## config.mk

```make
export PLATFORM = sky130hd
export DESIGN_NAME = tank_level_usage_monitor_core
export DESIGN_NICKNAME = d
export VERILOG_FILES = /design/src/tlum_pkg.sv /design/src/tlum_div.sv /design/src/tank_level_usage_monitor_core.sv
export SDC_FILE = /design/constraint.sdc
export NUM_CORES = 1
export LEC_CHECK = 0
export CAP_MARGIN = 25
export CELL_PAD_IN_SITES_DETAIL_PLACEMENT = 0
export CELL_PAD_IN_SITES_GLOBAL_PLACEMENT = 1
export CORE_ASPECT_RATIO = 0.75
export CORE_MARGIN = 2
export CORE_UTILIZATION = 50
export DETAILED_ROUTE_END_ITERATION = 6
export DONT_BUFFER_PORTS = 1
export PLACE_DENSITY_LB_ADDON = 0.1
export RECOVER_POWER = 25
export SLEW_MARGIN = 10
export SYNTH_ARGS = -nofsm -noshare
export SYNTH_HDL_FRONTEND = slang
export SYNTH_SLANG_ARGS = --single-unit
```

## constraint.sdc

```tcl
create_clock -name clk_i -period 7.3 [get_ports clk_i]
set_clock_uncertainty 0.15 [all_clocks]
set_input_delay 1.46 -clock clk_i [delete_from_list [all_inputs] [get_ports clk_i]]
set_output_delay 1.46 -clock clk_i [all_outputs]
set_load 0.02 [all_outputs]
```

## src/tlum_pkg.sv

```systemverilog
// Shared widths and types for the tank level and usage monitor.
// Used by tlum_div and tank_level_usage_monitor_core; depends on nothing.
`default_nettype none

package tlum_pkg;

  localparam int SampleBits = 12;
  localparam int LevelW     = 7;
  localparam int UsageW     = 16;
  localparam int DaysW      = 8;
  localparam int PctScale   = 100;

  // (sample - empty) spans SampleBits+1 bits, times 100 adds LevelW bits
  localparam int NumW    = SampleBits + 1 + LevelW;
  localparam int DivCntW = $clog2(NumW + 1);

  // APB register map, byte address 4*index
  localparam int CfgAddrW = 5;
  localparam logic [2:0] RegRiseThr  = 3'd0;
  localparam logic [2:0] RegFullGate = 3'd1;
  localparam logic [2:0] RegNomFull  = 3'd2;
  localparam logic [2:0] RegNomEmpty = 3'd3;
  localparam logic [2:0] RegChkInt   = 3'd4;
  localparam logic [2:0] RegDayLen   = 3'd5;

  typedef struct packed {
    logic               start;
    logic [DivCntW-1:0] iters;
  } div_cmd_t;

endpackage

`default_nettype wire

```

## src/tlum_div.sv

```systemverilog
// Shared restoring divider, one quotient bit per cycle.
// Uses tlum_pkg for widths and the command struct.
`default_nettype none

module tlum_div (
  input  wire logic                         clk_i,
  input  wire logic                         rst_ni,
  input  wire tlum_pkg::div_cmd_t           cmd_i,
  input  wire logic [tlum_pkg::NumW-1:0]    dividend_i,
  input  wire logic [tlum_pkg::UsageW-1:0]  divisor_i,
  output logic                              busy_o,
  output logic [tlum_pkg::NumW-1:0]         quotient_o
);

  logic [tlum_pkg::DivCntW-1:0] cnt_q, cnt_d;
  logic [tlum_pkg::NumW-1:0]    work_q;
  logic [tlum_pkg::UsageW-1:0]  rem_q, dvsr_q;
  logic [tlum_pkg::UsageW:0]    shifted;
  logic                         ge;
  logic [tlum_pkg::UsageW-1:0]  rem_next;

  // remainder stays below the divisor, so the shifted value fits UsageW+1 bits
  always_comb begin
    shifted  = {rem_q, work_q[tlum_pkg::NumW-1]};
    ge       = shifted >= {1'b0, dvsr_q};
    rem_next = ge ? tlum_pkg::UsageW'(shifted - {1'b0, dvsr_q})
                  : shifted[tlum_pkg::UsageW-1:0];
  end

  always_comb begin
    cnt_d = cnt_q;
    if (cmd_i.start) begin
      cnt_d = cmd_i.iters;
    end else if (cnt_q != '0) begin
      cnt_d = cnt_q - 1'b1;
    end
  end

  always_ff @(posedge clk_i or negedge rst_ni) begin
    if (!rst_ni) begin
      cnt_q <= '0;
    end else begin
      cnt_q <= cnt_d;
    end
  end

  always_ff @(posedge clk_i) begin
    if (cmd_i.start) begin
      work_q <= dividend_i;
      rem_q  <= '0;
      dvsr_q <= divisor_i;
    end else if (cnt_q != '0) begin
      work_q <= {work_q[tlum_pkg::NumW-2:0], ge};
      rem_q  <= rem_next;
    end
  end

  assign busy_o     = cnt_q != '0;
  assign quotient_o = work_q;

endmodule

`default_nettype wire

```

## src/tank_level_usage_monitor_core.sv

```systemverilog
// Tank level and usage monitor: microcoded sequencer, APB registers, stream ports.
// Depends on tlum_pkg and tlum_div.
//
// Takes one sender sample with its millisecond timestamp per input beat and
// returns one result beat: level in percent, percent used today, days left and
// the calibration flags. One item is worked at a time by a ten-step microcode
// program over a shared bit-serial divider, and either of its two divisions
// (level, days left) can be skipped. The next sample can be taken in the
// cycle after the result is loaded. A finished result waits in the output
// register while the next sample is taken. Write registers only while the
// block is idle.
`default_nettype none

module tank_level_usage_monitor_core (
  input  wire logic                           clk_i,
  input  wire logic                           rst_ni,
  // sample_code [11:0], time_ms [43:12]
  input  wire logic [47:0]                    s_axis_tdata_i,
  input  wire logic                           s_axis_tvalid_i,
  output logic                                s_axis_tready_o,
  // level_percent [6:0], usage_today [22:7], days_left [30:23],
  // is_calibrated [31], fill_detected [32]
  output logic [39:0]                         m_axis_tdata_o,
  output logic                                m_axis_tvalid_o,
  input  wire logic                           m_axis_tready_i,
  input  wire logic                           psel,
  input  wire logic                           penable,
  input  wire logic                           pwrite,
  input  wire logic [tlum_pkg::CfgAddrW-1:0]  paddr,
  input  wire logic [31:0]                    pwdata,
  output logic [31:0]                         prdata,
  output logic                                pready
);

  localparam int SW = tlum_pkg::SampleBits;
  localparam int LW = tlum_pkg::LevelW;
  localparam int UW = tlum_pkg::UsageW;
  localparam int NW = tlum_pkg::NumW;

  // datapath operations
  localparam logic [3:0] OpNop      = 4'd0;
  localparam logic [3:0] OpWait     = 4'd1;
  localparam logic [3:0] OpCheck    = 4'd2;
  localparam logic [3:0] OpPrepLvl  = 4'd3;
  localparam logic [3:0] OpDiv      = 4'd4;
  localparam logic [3:0] OpLevel    = 4'd5;
  localparam logic [3:0] OpDay      = 4'd6;
  localparam logic [3:0] OpPrepDays = 4'd7;
  localparam logic [3:0] OpDays     = 4'd8;
  localparam logic [3:0] OpEmit     = 4'd9;

  // sequencing
  localparam logic [1:0] CondSeq      = 2'd0;
  localparam logic [1:0] CondHold     = 2'd1;
  localparam logic [1:0] CondBranch   = 2'd2;
  localparam logic [1:0] CondHoldGoto = 2'd3;

  localparam logic signed [SW+1:0] EmptyHi = {2'b00, {SW{1'b1}}};
  localparam logic signed [SW+1:0] EmptyLo = {2'b11, {SW{1'b0}}};

  typedef struct packed {
    logic [3:0] op;
    logic [1:0] cond;
    logic [3:0] target;
  } ucode_t;

  function automatic ucode_t ucode_rom(input logic [3:0] addr);
    ucode_t w;
    unique case (addr)
      4'd0:    w = '{op: OpWait,     cond: CondHold,     target: 4'd0};
      4'd1:    w = '{op: OpCheck,    cond: CondSeq,      target: 4'd0};
      4'd2:    w = '{op: OpPrepLvl,  cond: CondBranch,   target: 4'd4};
      4'd3:    w = '{op: OpDiv,      cond: CondHold,     target: 4'd0};
      4'd4:    w = '{op: OpLevel,    cond: CondSeq,      target: 4'd0};
      4'd5:    w = '{op: OpDay,      cond: CondSeq,      target: 4'd0};
      4'd6:    w = '{op: OpPrepDays, cond: CondBranch,   target: 4'd8};
      4'd7:    w = '{op: OpDiv,      cond: CondHold,     target: 4'd0};
      4'd8:    w = '{op: OpDays,     cond: CondSeq,      target: 4'd0};
      4'd9:    w = '{op: OpEmit,     cond: CondHoldGoto, target: 4'd0};
      default: w = '{op: OpNop,      cond: CondHoldGoto, target: 4'd0};
    endcase
    return w;
  endfunction

  // configuration
  logic [SW-1:0] rise_thr_q, full_gate_q, nom_full_q, nom_empty_q;
  logic [15:0]   chk_int_q;
  logic [31:0]   day_len_q;

  // persistent state
  logic [SW-1:0]      prev_chk_sample_q;
  logic [31:0]        prev_chk_time_q;
  logic               cal_valid_q;
  logic signed [SW:0] cal_empty_q;
  logic [LW-1:0]      prev_level_q;
  logic               prev_level_valid_q;
  logic [31:0]        day_start_q;
  logic [UW-1:0]      daily_used_q;

  // per-item working registers
  logic [SW-1:0] sample_q;
  logic [31:0]   time_q;
  logic          fill_q;
  logic          lvl_skip_q, days_skip_q;
  logic [LW-1:0] level_q;
  logic [7:0]    days_q;

  logic [3:0]  step_q, step_d;
  logic        out_valid_q;
  logic [39:0] out_data_q;

  ucode_t uw;
  logic   flag;
  logic   in_beat, out_block, cfg_wr;

  // datapath combinational
  logic [31:0]          chk_elapsed, day_elapsed;
  logic                 chk_due, rise_ok, gate_ok, day_over;
  logic [SW:0]          rise_lim;
  logic signed [SW+1:0] cal_raw;
  logic signed [SW:0]   cal_sat, empty_code, span;
  logic signed [SW+1:0] diff;
  logic                 lvl_skip, days_skip;
  logic [NW-1:0]        num;
  logic [LW-1:0]        lvl_calc, drop;
  logic [UW:0]          used_sum;

  tlum_pkg::div_cmd_t  div_cmd;
  logic [NW-1:0]       div_dividend, div_quot;
  logic [UW-1:0]       div_divisor;
  logic                div_busy;

  assign uw = ucode_rom(step_q);

  always_comb begin
    chk_elapsed = time_q - prev_chk_time_q;
    chk_due     = chk_elapsed > {16'd0, chk_int_q};
    rise_lim    = {1'b0, prev_chk_sample_q} + {1'b0, rise_thr_q};
    rise_ok     = {1'b0, sample_q} > rise_lim;
    gate_ok     = sample_q > full_gate_q;
    cal_raw     = $signed({2'b00, nom_empty_q}) + $signed({2'b00, sample_q})
                - $signed({2'b00, nom_full_q});
    if (cal_raw > EmptyHi) begin
      cal_sat = EmptyHi[SW:0];
    end else if (cal_raw < EmptyLo) begin
      cal_sat = EmptyLo[SW:0];
    end else begin
      cal_sat = cal_raw[SW:0];
    end

    empty_code = cal_valid_q ? cal_empty_q : $signed({1'b0, nom_empty_q});
    span       = $signed({1'b0, nom_full_q}) - $signed({1'b0, nom_empty_q});
    diff       = $signed({2'b00, sample_q}) - $signed({empty_code[SW], empty_code});
    lvl_skip   = span[SW] || (span == '0) || diff[SW+1] || (diff == '0);
    num        = NW'(diff[SW:0]) * NW'(tlum_pkg::PctScale);

    // clamp the level quotient to full; a skipped level division gives zero
    if (lvl_skip_q) begin
      lvl_calc = '0;
    end else if (div_quot > NW'(tlum_pkg::PctScale)) begin
      lvl_calc = LW'(tlum_pkg::PctScale);
    end else begin
      lvl_calc = div_quot[LW-1:0];
    end
    drop     = prev_level_q - lvl_calc;
    used_sum = {1'b0, daily_used_q} + (UW+1)'(drop);

    day_elapsed = time_q - day_start_q;
    day_over    = day_elapsed > day_len_q;
    days_skip   = daily_used_q == '0;
  end

  // divider command
  always_comb begin
    div_cmd      = '{start: 1'b0, iters: '0};
    div_dividend = num;
    div_divisor  = UW'(span[SW-1:0]);
    if (uw.op == OpPrepLvl) begin
      div_cmd = '{start: !lvl_skip, iters: tlum_pkg::DivCntW'(NW)};
    end else if (uw.op == OpPrepDays) begin
      div_cmd      = '{start: !days_skip, iters: tlum_pkg::DivCntW'(LW)};
      div_dividend = {prev_level_q, {(NW-LW){1'b0}}};
      div_divisor  = daily_used_q;
    end
  end

  tlum_div u_div (
    .clk_i      (clk_i),
    .rst_ni     (rst_ni),
    .cmd_i      (div_cmd),
    .dividend_i (div_dividend),
    .divisor_i  (div_divisor),
    .busy_o     (div_busy),
    .quotient_o (div_quot)
  );

  assign s_axis_tready_o = uw.op == OpWait;
  assign in_beat         = s_axis_tvalid_i && s_axis_tready_o;
  assign out_block       = out_valid_q && !m_axis_tready_i;

  always_comb begin
    unique case (uw.op)
      OpWait:     flag = !s_axis_tvalid_i;
      OpPrepLvl:  flag = lvl_skip;
      OpDiv:      flag = div_busy;
      OpPrepDays: flag = days_skip;
      OpEmit:     flag = out_block;
      default:    flag = 1'b0;
    endcase
  end

  always_comb begin
    unique case (uw.cond)
      CondSeq:      step_d = step_q + 1'b1;
      CondHold:     step_d = flag ? step_q : step_q + 1'b1;
      CondBranch:   step_d = flag ? uw.target : step_q + 1'b1;
      CondHoldGoto: step_d = flag ? step_q : uw.target;
      default:      step_d = 4'd0;
    endcase
  end

  always_ff @(posedge clk_i or negedge rst_ni) begin
    if (!rst_ni) begin
      step_q             <= 4'd0;
      out_valid_q        <= 1'b0;
      prev_chk_sample_q  <= '0;
      prev_chk_time_q    <= '0;
      cal_valid_q        <= 1'b0;
      cal_empty_q        <= '0;
      prev_level_q       <= '0;
      prev_level_valid_q <= 1'b0;
      day_start_q        <= '0;
      daily_used_q       <= '0;
    end else begin
      step_q <= step_d;

      if (uw.op == OpEmit && !out_block) begin
        out_valid_q <= 1'b1;
      end else if (m_axis_tready_i) begin
        out_valid_q <= 1'b0;
      end

      if (uw.op == OpCheck && chk_due) begin
        if (rise_ok && gate_ok) begin
          cal_empty_q <= cal_sat;
          cal_valid_q <= 1'b1;
        end
        prev_chk_sample_q <= sample_q;
        prev_chk_time_q   <= time_q;
      end

      // add the drop first; the day clear follows in the next step
      if (uw.op == OpLevel && prev_level_valid_q && (lvl_calc < prev_level_q)) begin
        daily_used_q <= used_sum[UW] ? {UW{1'b1}} : used_sum[UW-1:0];
      end

      if (uw.op == OpDay) begin
        prev_level_q <= level_q;
        if (!prev_level_valid_q) begin
          prev_level_valid_q <= 1'b1;
          day_start_q        <= time_q;
        end else if (day_over) begin
          daily_used_q <= '0;
          day_start_q  <= time_q;
        end
      end
    end
  end

  // prev_level_q holds this item's level from the day step on
  always_ff @(posedge clk_i) begin
    if (in_beat) begin
      sample_q <= s_axis_tdata_i[SW-1:0];
      time_q   <= s_axis_tdata_i[SW+31:SW];
    end
    if (uw.op == OpCheck) begin
      fill_q <= chk_due && rise_ok && gate_ok;
    end
    if (uw.op == OpPrepLvl) begin
      lvl_skip_q <= lvl_skip;
    end
    if (uw.op == OpLevel) begin
      level_q <= lvl_calc;
    end
    if (uw.op == OpPrepDays) begin
      days_skip_q <= days_skip;
    end
    if (uw.op == OpDays) begin
      days_q <= days_skip_q ? 8'hFF : 8'(div_quot[LW-1:0]);
    end
    if (uw.op == OpEmit && !out_block) begin
      out_data_q <= {7'd0, fill_q, cal_valid_q, days_q, daily_used_q, level_q};
    end
  end

  assign m_axis_tvalid_o = out_valid_q;
  assign m_axis_tdata_o  = out_data_q;

  // APB
  assign pready = 1'b1;
  assign cfg_wr = psel && penable && pwrite && pready;

  always_ff @(posedge clk_i or negedge rst_ni) begin
    if (!rst_ni) begin
      rise_thr_q  <= SW'(372);
      full_gate_q <= SW'(3102);
      nom_full_q  <= SW'(3599);
      nom_empty_q <= SW'(2048);
      chk_int_q   <= 16'd5000;
      day_len_q   <= 32'd86400000;
    end else if (cfg_wr) begin
      unique case (paddr[4:2])
        tlum_pkg::RegRiseThr:  rise_thr_q  <= pwdata[SW-1:0];
        tlum_pkg::RegFullGate: full_gate_q <= pwdata[SW-1:0];
        tlum_pkg::RegNomFull:  nom_full_q  <= pwdata[SW-1:0];
        tlum_pkg::RegNomEmpty: nom_empty_q <= pwdata[SW-1:0];
        tlum_pkg::RegChkInt:   chk_int_q   <= pwdata[15:0];
        tlum_pkg::RegDayLen:   day_len_q   <= pwdata;
        default: ;
      endcase
    end
  end

  always_comb begin
    unique case (paddr[4:2])
      tlum_pkg::RegRiseThr:  prdata = 32'(rise_thr_q);
      tlum_pkg::RegFullGate: prdata = 32'(full_gate_q);
      tlum_pkg::RegNomFull:  prdata = 32'(nom_full_q);
      tlum_pkg::RegNomEmpty: prdata = 32'(nom_empty_q);
      tlum_pkg::RegChkInt:   prdata = 32'(chk_int_q);
      tlum_pkg::RegDayLen:   prdata = day_len_q;
      default:               prdata = 32'd0;
    endcase
  end

endmodule

`default_nettype wire
```

==> results of run 1 <==
==> placed cells by master (no fill, tap or decap), types with 33 or more instances in the layout <==
cell / Yosys / layout
sky130_fd_sc_hd__a211oi_1: 39 / 39
sky130_fd_sc_hd__a21o_1: 63 / 63
sky130_fd_sc_hd__a21oi_1: 152 / 152
sky130_fd_sc_hd__clkbuf_16: 0 / 44
sky130_fd_sc_hd__dfrtp_1: 187 / 187
sky130_fd_sc_hd__dfstp_2: 33 / 33
sky130_fd_sc_hd__edfxtp_1: 131 / 131
sky130_fd_sc_hd__ha_1: 280 / 280
sky130_fd_sc_hd__inv_1: 301 / 301
sky130_fd_sc_hd__mux2_2: 114 / 114
sky130_fd_sc_hd__mux2i_1: 42 / 42
sky130_fd_sc_hd__nand2_1: 189 / 189
sky130_fd_sc_hd__nand3_1: 43 / 43
sky130_fd_sc_hd__nor2_1: 161 / 161
sky130_fd_sc_hd__nor3_1: 41 / 40
sky130_fd_sc_hd__o21ai_0: 170 / 170
sky130_fd_sc_hd__xnor2_1: 79 / 79
sky130_fd_sc_hd__xor2_1: 43 / 43
==> state kept, by name, indices dropped and copies added, names as in the netlist, 4 cells and up <==
name	cells
cal_empty_q	13
u_div.quotient_o	20
u_div.cnt_q	5
daily_used_q	16
u_div.rem_q	16
nom_full_q	12
prev_chk_sample_q	12
u_div.dvsr_q	16
sample_q	12
days_q	8
m_axis_tdata_o	33
day_start_q	32
prev_level_q	7
step_q	4
chk_int_q	16
rise_thr_q	12
nom_empty_q	12
level_q	7
time_q	32
prev_chk_time_q	32
full_gate_q	12
day_len_q	32
==> per-layer routing <==
metal	part of all wire, %	track usage (%)
met3	6.8	5.27
met4	2.4	6.96
met5	0	0
met2	42	36.8
met1	49	37.0
==> kinds of logic (layout without fill, tap and decap cells) <==
| family | Yosys count | in the layout | share of synthesized area (%) |
|---|---|---|---|
| DFF | 367 | 367 | 38.9 |
| xor gates and xnor gates | 122 | 122 | 4.24 |
| adders and majority gates | 308 | 308 | 16.1 |
| buffers and inverters | 376 | 399 | 5.98 |
| other | 2 | 8 | 0.0298 |
| AOI/OAI and AO/OA | 597 | 597 | 15.1 |
| muxes | 161 | 161 | 7.03 |
| and+or+nand+nor | 651 | 651 | 12.5 |
==> worst max-delay path: stages (launching register included) <==
cell                        delay, ns
sky130_fd_sc_hd__edfxtp_1        0.50
sky130_fd_sc_hd__ha_1            0.32
sky130_fd_sc_hd__a21o_1          0.18
sky130_fd_sc_hd__a21o_1          0.24
sky130_fd_sc_hd__o21ai_0         0.40
sky130_fd_sc_hd__nand4bb_1       0.24
sky130_fd_sc_hd__a41oi_1         0.62
sky130_fd_sc_hd__o211a_1         0.29
sky130_fd_sc_hd__o311a_1         0.24
sky130_fd_sc_hd__o21bai_1        0.07
sky130_fd_sc_hd__a21oi_1         0.18
sky130_fd_sc_hd__xnor2_1         0.16
sky130_fd_sc_hd__ha_1            0.28
sky130_fd_sc_hd__a21o_1          0.19
sky130_fd_sc_hd__a21o_1          0.17
sky130_fd_sc_hd__a21oi_1         0.14
sky130_fd_sc_hd__o21ai_0         0.19
sky130_fd_sc_hd__a211oi_1        0.24
sky130_fd_sc_hd__o21ai_0         0.12
sky130_fd_sc_hd__o21ai_0         0.36
sky130_fd_sc_hd__nand2_1         0.09
sky130_fd_sc_hd__buf_4           0.28
sky130_fd_sc_hd__mux2_2          0.34
==> how the worst max path moves through the flow <==
| stage | startpoint | end | slack [ns] | cells after the start |
|---|---|---|---|---|
| after floorplan | cal_valid_q | u_div.quotient_o[18] | 1.52 | 24 |
| after global placement | time_q[1] | day_start_q[0] | 1.21 | 22 |
| after detailed placement | time_q[1] | day_start_q[11] | 1.12 | 22 |
| after CTS | time_q[1] | day_start_q[15] | 1.12 | 22 |
| after global routing | u_div.quotient_o[13] | daily_used_q[11] | 0.69 | 21 |
| final | time_q[1] | day_start_q[15] | 1.14 | 22 |
==> cell type report <==
class | instances | share of cell area, %
multi-input cells | 1847 | 51.0
flip-flops and latches | 367 | 35.9
clock buffers | 54 | 4.24
inverters | 302 | 4.15
well taps | 657 | 3.01
clock inverters | 22 | 1.03
repair buffers | 21 | 0.692
==> metrics by stage <==
| step | instances | setup WS (ns) |
|---|---|---|
| final | 3270 | 1.14 |
| after global routing | 3270 | 0.693 |
| after CTS | 3267 | 1.12 |
| after detailed placement | 3191 | 1.12 |
| after global placement | 3188 | 1.21 |
| after floorplan | 2590 | 1.52 |
==> impl_results.md, run 1 <==
* Outcome: completed
* Tmin final at 6.16 ns
* Footprint of the multi-input gates at 0.0139 mm2
* Placement-stage cell area at 0.0258 mm2
* Starting density of the core at 50.4%
* Setup repair after global routing missed its margin: false
* Maximum clock frequency at 0.162 GHz
* Max-cap check violation count at 0
* Endpoint of the lowest-slack register-to-register path: day_start_q[15]
* Fin crit share at 84.4%
* Predominant post-synthesis flop cell: sky130_fd_sc_hd__dfrtp_1
* Overall routing resource usage at 25.0%
* Syn Inst Count at 2584
* Area of the core at 0.0499 mm2
* Largest net degree at the start of global routing at 221
* Clk_lat worst skew at 0.58 ns
* CP Capture Type: flip-flop
* Number of synthesis warnings at 0
* Wire length reported by the detailed router at 65.3 mm
* Ranking of synthesized cells by area: sky130_fd_sc_hd__dfrtp_1 (19%), sky130_fd_sc_hd__edfxtp_1 (16%), sky130_fd_sc_hd__ha_1 (14%), sky130_fd_sc_hd__mux2_2 (5.1%), sky130_fd_sc_hd__inv_1 (4.5%)
* Fill cell instance count of the final layout at 4486
* Final Hold Viols at 0
* Fraction of the yosys area taken by sequential cells at 38.9%
* Total I/O pin count at 167
* Total CTS buffers at 41
* Routed length per placed instance at 20.0 um
* Final non-filler cell area at 0.0273 mm2
* Register cell area after layout at 0.00980 mm2
* Clk root buf: sky130_fd_sc_hd__clkbuf_16
* Post-route core utilization at 54.7%
* Max Transition Viols Final at 0
* Async S/R FF share, synth at 59.9%
* Overall die area at 0.0522 mm2
* Mean post-synth cell area at 9.75 um2
* Antenna-violating nets left at 0
* Worst Hold Margin at 0.271 ns
* Hold buffers post-CTS at 0
* Syn Std Cell Area at 0.0252 mm2
* Post-synthesis to final-layout area growth at 8.47%
* Number of H-tree branching levels at 2
* Number of standard-cell rows in the floorplan at 71
* Synth cell count leaders: sky130_fd_sc_hd__inv_1 (301), sky130_fd_sc_hd__ha_1 (280), sky130_fd_sc_hd__nand2_1 (189), sky130_fd_sc_hd__dfrtp_1 (187), sky130_fd_sc_hd__o21ai_0 (170)
* Overall die height at 198 um
* Worst min-delay path startpoint: days_q[5]
* Detailed placer's ending HPWL at 49.5 mm
* Via density at 5.72
* Count of final setup violators at 0
* Required time of the worst setup path at 7.60 ns
* Number of stages on the worst hold path at 0
* Via total after detailed routing at 18700
* Setup TNS at 0 ns
* Critical path arrival at 6.46 ns
* Kind of start point of the critical path: flip-flop
* Post-layout nets at 2980
* Antenna diode instance count at 0
* Detailed router's first-iteration violation count at 1404
* Maximum net fanout on the critical path at 32
* Post-synthesis cell type count at 91
* Register bit total from synthesis at 367
* Leading area contributor after synthesis: sky130_fd_sc_hd__dfrtp_1
* DRC violations left at 0
* CTS sink cnt at 367
* Number of buffers inserted by post-CTS setup repair at 0
* Final weighted congestion of routability-driven global placement at 0.885
* Headroom to the max-slew limit at 28.7%
* Clock tree from TritonCTS: done
* Number of flops mapped to enable cells by yosys at 131
* Die width at 263 um
* Layout cell share with drive strength beyond 1 at 10.8%
* First-pass GRT wire length at 102 mm
* Hold worst-path end: m_axis_tdata_o[28]
* Number of global-route vias before repair at 17800
* PostCTS Resize Cnt at 0
* Type of the setup path with the least slack: flip-flop to flip-flop
* Slew @ Worst Pin at 1.06 ns
* Worst hold path class: flip-flop to flip-flop
* Worst r2r path cells at 22
* Number of detailed-routing iterations run before antenna repair at 6
* Maximum buffer depth of the clock tree at 3
* Residual overflow from global routing at 0
* Port-buffer cells at 0
* Number of antenna violations at the first check in global routing at 1
* Cell with the most instances after synthesis: sky130_fd_sc_hd__inv_1
* Area share of the largest cell type after synthesis at 18.6%
* Clock-pin slew on the worst setup and hold paths at 0.06 ns
* Reg2reg setup slack at 1.14 ns
* Startpoint of the worst-slack reg-to-reg timing path: time_q[1]
Power of run 1 is left out: the tool's default activity adds up to more than one toggle a clock period on the data nets, which glitch-free logic cannot reach.
==> run 2: changes to the inputs <==
- clock period: 7.3 -> 5.95 ns (I/O delays scaled with it)
==> run 2 against run 1 <==
Register-to-register slack got worse by 0.82 ns; flip-flop and latch count is the same; global-route usage barely moved; largest cell class unchanged.
==> impl_results.md, run 2 (synthesized netlist as in run 1, its figures left out) <==
* Endpoint of the lowest-slack register-to-register path: cal_empty_q[5]
* Layout cell share with drive strength beyond 1 at 12.6% (+1.8 points)
* Footprint of the multi-input gates at 0.0141 mm2 (+0.92%)
* Tmin final at 5.63 ns (-0.532 ns)
* Antenna diode instance count at 0 (unchanged)
* Maximum buffer depth of the clock tree at 3 (unchanged)
* First-pass GRT wire length at 102 mm (+0.31%)
* Max Transition Viols Final at 0 (unchanged)
* Maximum clock frequency at 0.178 GHz (+9.4%)
* Most common cell after layout, fill and taps aside: sky130_fd_sc_hd__inv_1
* CP Capture Type: flip-flop
* Hold buffers post-CTS at 0 (unchanged)
* Startpoint of the worst-slack reg-to-reg timing path: time_q[0]
* Critical path arrival at 5.93 ns (-0.53 ns)
* Maximum net fanout on the critical path at 7 (-78%)
* Max-cap check violation count at 0 (unchanged)
* Buf/Inv on CP at 3 (+2)
* Antenna-violating nets left at 0 (unchanged)
* Total CTS buffers at 42 (+2.4%)
* First element of the critical path: time_q[0]
* Worst r2r path cells at 23 (+4.5%)
* Crit-path slowest cell: sky130_fd_sc_hd__fa_1
* Total I/O pin count at 167 (unchanged)
* Register cell area after layout at 0.00980 mm2 (about the same)
* Via total after detailed routing at 18900 (+0.98%)
* Post-layout nets at 3011 (+1.0%)
* Type of the setup path with the least slack: flip-flop to flip-flop
* Routed length per placed instance at 19.9 um (-0.24%)
* Fin crit share at 94.7% (+10 points)
* Number of standard-cell rows in the floorplan at 71 (unchanged)
* Overall die height at 198 um (unchanged)
* Clk_lat worst skew at 0.58 ns (about the same)
* Cell Chain, Critical Path: inv_1 -> ha_1 -> inv_1 -> fa_1 -> a21oi_2 -> o22ai_1 -> o21ai_2 -> a21oi_1 -> or3_1 -> a21oi_1 -> xnor2_1 -> ha_1 -> nand4_1 -> a21oi_1 -> a211oi_1 -> a21oi_1 -> or3_1 -> a211o_2 -> nor4_1 -> and3_2 -> nor2_1 -> buf_4 -> o22a_1
* Number of H-tree branching levels at 2 (unchanged)
* Wire length reported by the detailed router at 65.8 mm (+0.73%)
* Final weighted congestion of routability-driven global placement at 0.854 (-3.5%)
* Overall die area at 0.0522 mm2 (unchanged)
* CTS sink cnt at 367 (unchanged)
* Leading cell types in the layout, fill and taps excluded: sky130_fd_sc_hd__inv_1 (301), sky130_fd_sc_hd__ha_1 (279), sky130_fd_sc_hd__nand2_1 (189)
* Residual overflow from global routing at 0 (unchanged)
* Area of the core at 0.0499 mm2 (unchanged)
* Slew @ Worst Pin at 0.964 ns (-0.0951 ns)
* Count of final setup violators at 0 (unchanged)
* Worst Hold Margin at 0.157 ns (-0.113 ns)
* Number of flip-flops under the largest register name at 33 (unchanged)
* Detailed router's first-iteration violation count at 1390 (-1.0%)
* Met3 capacity usage during global routing at 4.28% (-0.99 points)
* Post-route core utilization at 55.5% (+0.75 points)
* Global route hottest layer: met2
* Number of antenna violations at the first check in global routing at 1 (unchanged)
* Reg2reg setup slack at 0.32 ns (-0.82 ns)
* Starting density of the core at 50.4% (unchanged)
* Met2 track demand over resource at 37.7% (+0.91 points)
* Critical path's top delay family: compound AO/OA/AOI/OAI gates
* Number of detailed-routing iterations run before antenna repair at 7 (+1)
* Cell seen most often among critical-path stages: sky130_fd_sc_hd__a21oi_1
* Largest net degree at the start of global routing at 221 (unchanged)
* Via density at 5.72 (about the same)
* Kind of start point of the critical path: flip-flop
* DRC violations left at 0 (unchanged)
* Headroom to the max-slew limit at 35.5% (+6.8 points)
* Outcome: completed
* Required time of the worst setup path at 6.25 ns (-1.35 ns)
* Detailed placer's ending HPWL at 50.0 mm (+1.0%)
* Final Hold Viols at 0 (unchanged)
* Global routing usage on met1 at 37.4% (+0.41 points)
* Post-synthesis to final-layout area growth at 9.95%
* Worst hold path class: primary input to async pin
* Stage delay of the slowest cell on the critical path at 0.43 ns (-0.19 ns)
* Number of global-route vias before repair at 18000 (+1.2%)
* Clock tree from TritonCTS: done
* Fill cell instance count of the final layout at 4473 (-0.29%)
* Overall routing resource usage at 25.0% (about the same)
* Die width at 263 um (unchanged)
* Clk root buf: sky130_fd_sc_hd__clkbuf_16
* Clock-pin slew on the worst setup and hold paths at 0.06 ns (about the same)
* Port-buffer cells at 0 (unchanged)
## run 2: worst reg2reg max path: stages (launching register included)
cell	delay (ns)
sky130_fd_sc_hd__edfxtp_1	0.41
sky130_fd_sc_hd__inv_1	0.10
sky130_fd_sc_hd__ha_1	0.15
sky130_fd_sc_hd__inv_1	0.05
sky130_fd_sc_hd__fa_1	0.43
sky130_fd_sc_hd__a21oi_2	0.19
sky130_fd_sc_hd__o22ai_1	0.18
sky130_fd_sc_hd__o21ai_2	0.26
sky130_fd_sc_hd__a21oi_1	0.17
sky130_fd_sc_hd__or3_1	0.40
sky130_fd_sc_hd__a21oi_1	0.19
sky130_fd_sc_hd__xnor2_1	0.14
sky130_fd_sc_hd__ha_1	0.28
sky130_fd_sc_hd__nand4_1	0.21
sky130_fd_sc_hd__a21oi_1	0.08
sky130_fd_sc_hd__a211oi_1	0.26
sky130_fd_sc_hd__a21oi_1	0.19
sky130_fd_sc_hd__or3_1	0.39
sky130_fd_sc_hd__a211o_2	0.30
sky130_fd_sc_hd__nor4_1	0.18
sky130_fd_sc_hd__and3_2	0.30
sky130_fd_sc_hd__nor2_1	0.14
sky130_fd_sc_hd__buf_4	0.20
sky130_fd_sc_hd__o22a_1	0.20
## run 2: worst max-delay path by stage
stage | slack [ns] | cells past startpoint | end
global route | -0.03 | 26 | day_start_q[0]
global placement | 0.15 | 22 | cal_empty_q[4]
finish | 0.32 | 23 | cal_empty_q[5]
CTS | 0.07 | 21 | cal_empty_q[5]
detailed placement | -0.05 | 21 | cal_empty_q[5]
floorplan | 0.17 | 24 | u_div.quotient_o[18]
## run 2: metrics by stage
stage          setup slack, ns  setup TNS [ns]  cells  area [um2]
3_3_place_gp             0.146               0   3221       26100
4_1_cts                 0.0654               0   3299       27500
3_5_place_dp           -0.0545          -0.448   3221       26100
6_report                 0.318               0   3302       27700
2_1_floorplan            0.174               0   2590       25200
5_1_grt                -0.0331          -0.467   3302       27700
## run 2: layout make-up
cell class	count	area share (%)
Multi-Input combinational cell	1847	50.8
Clock buffer	53	4.05
Timing Repair Buffer	51	1.52
Tap cell	657	2.97
Inverter	302	4.09
Clock inverter	25	1.19
Sequential cell	367	35.4
## run 2: repair_timing
item                       in CTS  in global routing
pin swaps                       0                  8
buffers inserted                0                  2
resized for setup               1                 26
setup endpoints to repair      10                183
## run 2: per-layer routing
metal / share of wire, % / vias up
met5: 0.17 / -
met2: 43 / 448
met4: 1.8 / 2
met1: 49 / 9196
li1: - / 9173
met3: 5.8 / 79
Power of run 2 is left out for the same reason.
==> run 3: changes to the inputs <==
- CELL_PAD_IN_SITES_DETAIL_PLACEMENT: 0 -> 1
- CELL_PAD_IN_SITES_GLOBAL_PLACEMENT: 1 -> 2
- CORE_UTILIZATION: 50 -> 42
- MAX_ROUTING_LAYER: unset -> met4
==> run 3 against run 2 <==
Sequential share of layout area is 0.47 points lower; maximum frequency increased by 0.27%; first-iteration DRC count decreased by 25%; flip-flop and latch count unchanged; final cell count is 4.2% higher; die area up 19%; final area increased by 1.3%; hold slack worse by 0.026 ns; setup slack gained 0.015 ns; largest cell class unchanged; highest routed layer is now met4.
==> impl_results.md, run 3 (synthesized netlist as in run 1, its figures left out) <==
* Hold buffers post-CTS at 0 (unchanged)
* CP Capture Type: flip-flop
* Layout cell share with drive strength beyond 1 at 13.4% (+0.83 points)
* Post-synthesis to final-layout area growth at 11.4%
* Antenna-violating nets left at 0 (unchanged)
* Overall die height at 216 um (+8.9%)
* Post-layout nets at 3017 (+0.20%)
* Number of detailed-routing iterations run before antenna repair at 5 (-2)
* Final Hold Viols at 0 (unchanged)
* Clock tree from TritonCTS: done
* Kind of start point of the critical path: flip-flop
* Headroom to the max-slew limit at 28.0% (-7.5 points)
* First-pass GRT wire length at 117 mm (+15%)
* Post-route core utilization at 47.4% (-8.0 points)
* Clock-pin slew on the worst setup and hold paths at 0.07 ns (about the same)
* Starting density of the core at 42.6% (-7.9 points)
* Fin crit share at 94.4% (-0.25 points)
* Count of final setup violators at 0 (unchanged)
* Number of standard-cell rows in the floorplan at 77 (+8.5%)
* Critical path's top delay family: adder cells
* Maximum buffer depth of the clock tree at 3 (unchanged)
* Cell Chain, Critical Path: mux2_2 -> ha_1 -> inv_1 -> fa_1 -> buf_4 -> xnor2_2 -> inv_1 -> ha_1 -> ha_1 -> inv_1 -> fa_1 -> inv_1 -> ha_1 -> nor2b_1 -> o21ai_0 -> nand2b_1 -> a21o_1 -> a21o_1 -> a21o_1 -> a41o_1 -> o41ai_4 -> xnor2_2 -> nand2_1 -> a31oi_1
* Wire length reported by the detailed router at 74.8 mm (+14%)
* Die width at 287 um (+9.0%)
* Slew @ Worst Pin at 1.08 ns (+0.111 ns)
* Most common cell after layout, fill and taps aside: sky130_fd_sc_hd__inv_1
* CTS sink cnt at 367 (unchanged)
* Outcome: completed
* Setup TNS at 0 ns (unchanged)
* Detailed placer's ending HPWL at 57.1 mm (+14%)
* Number of flip-flops under the largest register name at 33 (unchanged)
* Overall die area at 0.0620 mm2 (+19%)
* Buf/Inv on CP at 5 (+2)
* Worst hold path class: primary input to async pin
* DRC violations left at 0 (unchanged)
* Type of the setup path with the least slack: flip-flop to flip-flop
* Crit-path slowest cell: sky130_fd_sc_hd__fa_1
* Stage delay of the slowest cell on the critical path at 0.54 ns (+0.11 ns)
* Number of global-route vias before repair at 19900 (+11%)
* Clk_lat worst skew at 0.60 ns (+0.02 ns)
* Total CTS buffers at 43 (+2.4%)
* Overall routing resource usage at 24.9% (-0.11 points)
* Max-cap check violation count at 0 (unchanged)
* Total I/O pin count at 167 (unchanged)
* Critical path arrival at 5.92 ns (about the same)
* Via total after detailed routing at 19300 (+1.9%)
* Final non-filler cell area at 0.0281 mm2 (+1.3%)
* Number of H-tree branching levels at 2 (unchanged)
* Maximum net fanout on the critical path at 5 (-2)
* Antenna diode instance count at 0 (unchanged)
* Setup repair after global routing missed its margin: false
* Port-buffer cells at 0 (unchanged)
* Via density at 5.59 (-2.3%)
* Number of antenna violations at the first check in global routing at 3 (+2)
* Final standard cell count with taps included and fillers excluded at 3442 (+4.2%)
* Placed Cells at 3359 (+4.3%)
* Detailed router's first-iteration violation count at 1045 (-25%)
* Maximum clock frequency at 0.178 GHz (+0.27%)
* Clk root buf: sky130_fd_sc_hd__clkbuf_16
* Leading cell types in the layout, fill and taps excluded: sky130_fd_sc_hd__inv_1 (301), sky130_fd_sc_hd__ha_1 (276), sky130_fd_sc_hd__nand2_1 (189)
* Area of the core at 0.0592 mm2 (+18%)
* Required time of the worst setup path at 6.25 ns (about the same)
* Tmin final at 5.62 ns (-0.0149 ns)
* Routed length per placed instance at 21.7 um (+9.2%)
* Largest net degree at the start of global routing at 221 (unchanged)
* Max Transition Viols Final at 0 (unchanged)
* Residual overflow from global routing at 0 (unchanged)
* Final weighted congestion of routability-driven global placement at 0.893 (+4.6%)
* Placement-stage cell area at 0.0263 mm2 (+0.82%)
## run 3: final cells by class
| type | instances | area (um2) |
|---|---|---|
| Inverter | 302 | 1130 |
| Fill cell | 6627 | 31100 |
| Clock inverter | 30 | 394 |
| Tap cell | 790 | 988 |
| Sequential cell | 367 | 9800 |
| Timing Repair Buffer | 56 | 468 |
| Clock buffer | 50 | 1160 |
| Multi-Input combinational cell | 1847 | 14100 |
## run 3: final timing paths
check,endpoint,from,slack [ns],cells after the start
worst min register to register,m_axis_tdata_o[24],days_q[1],0.27,0
worst max-delay path,u_div.quotient_o[18],cal_valid_q,0.33,24
worst max register to register,u_div.quotient_o[18],cal_valid_q,0.33,24
min in group clk_i,m_axis_tdata_o[24],days_q[1],0.27,0
worst min-delay path,prev_level_q[4],rst_ni,0.13,0
max in group asynchronous,day_start_q[2],rst_ni,4.91,0
## run 3: timing repair
action | 4_1_cts | 5_1_grt
pin swaps | 0 | 5
setup buffers | 0 | 1
resized for setup | 2 | 31
endpoints found under the setup margin | 10 | 107
## run 3: per-stage QoR
stage,hold WS [ns],setup slack (ns)
floorplan,0.250,0.174
global placement,0.260,0.0340
detailed placement,0.257,0.00635
CTS,0.101,0.0606
global route,0.0975,0.0232
finish,0.131,0.333
## run 3: routing by layer
layer	up-vias	track usage, %	wire, um
met5	-	-	0
met4	0	4.86	1290
met3	84	3.86	3200
met2	290	37.0	32700
met1	9706	36.1	37600
li1	9172	-	-
Power of run 3 is left out for the same reason.
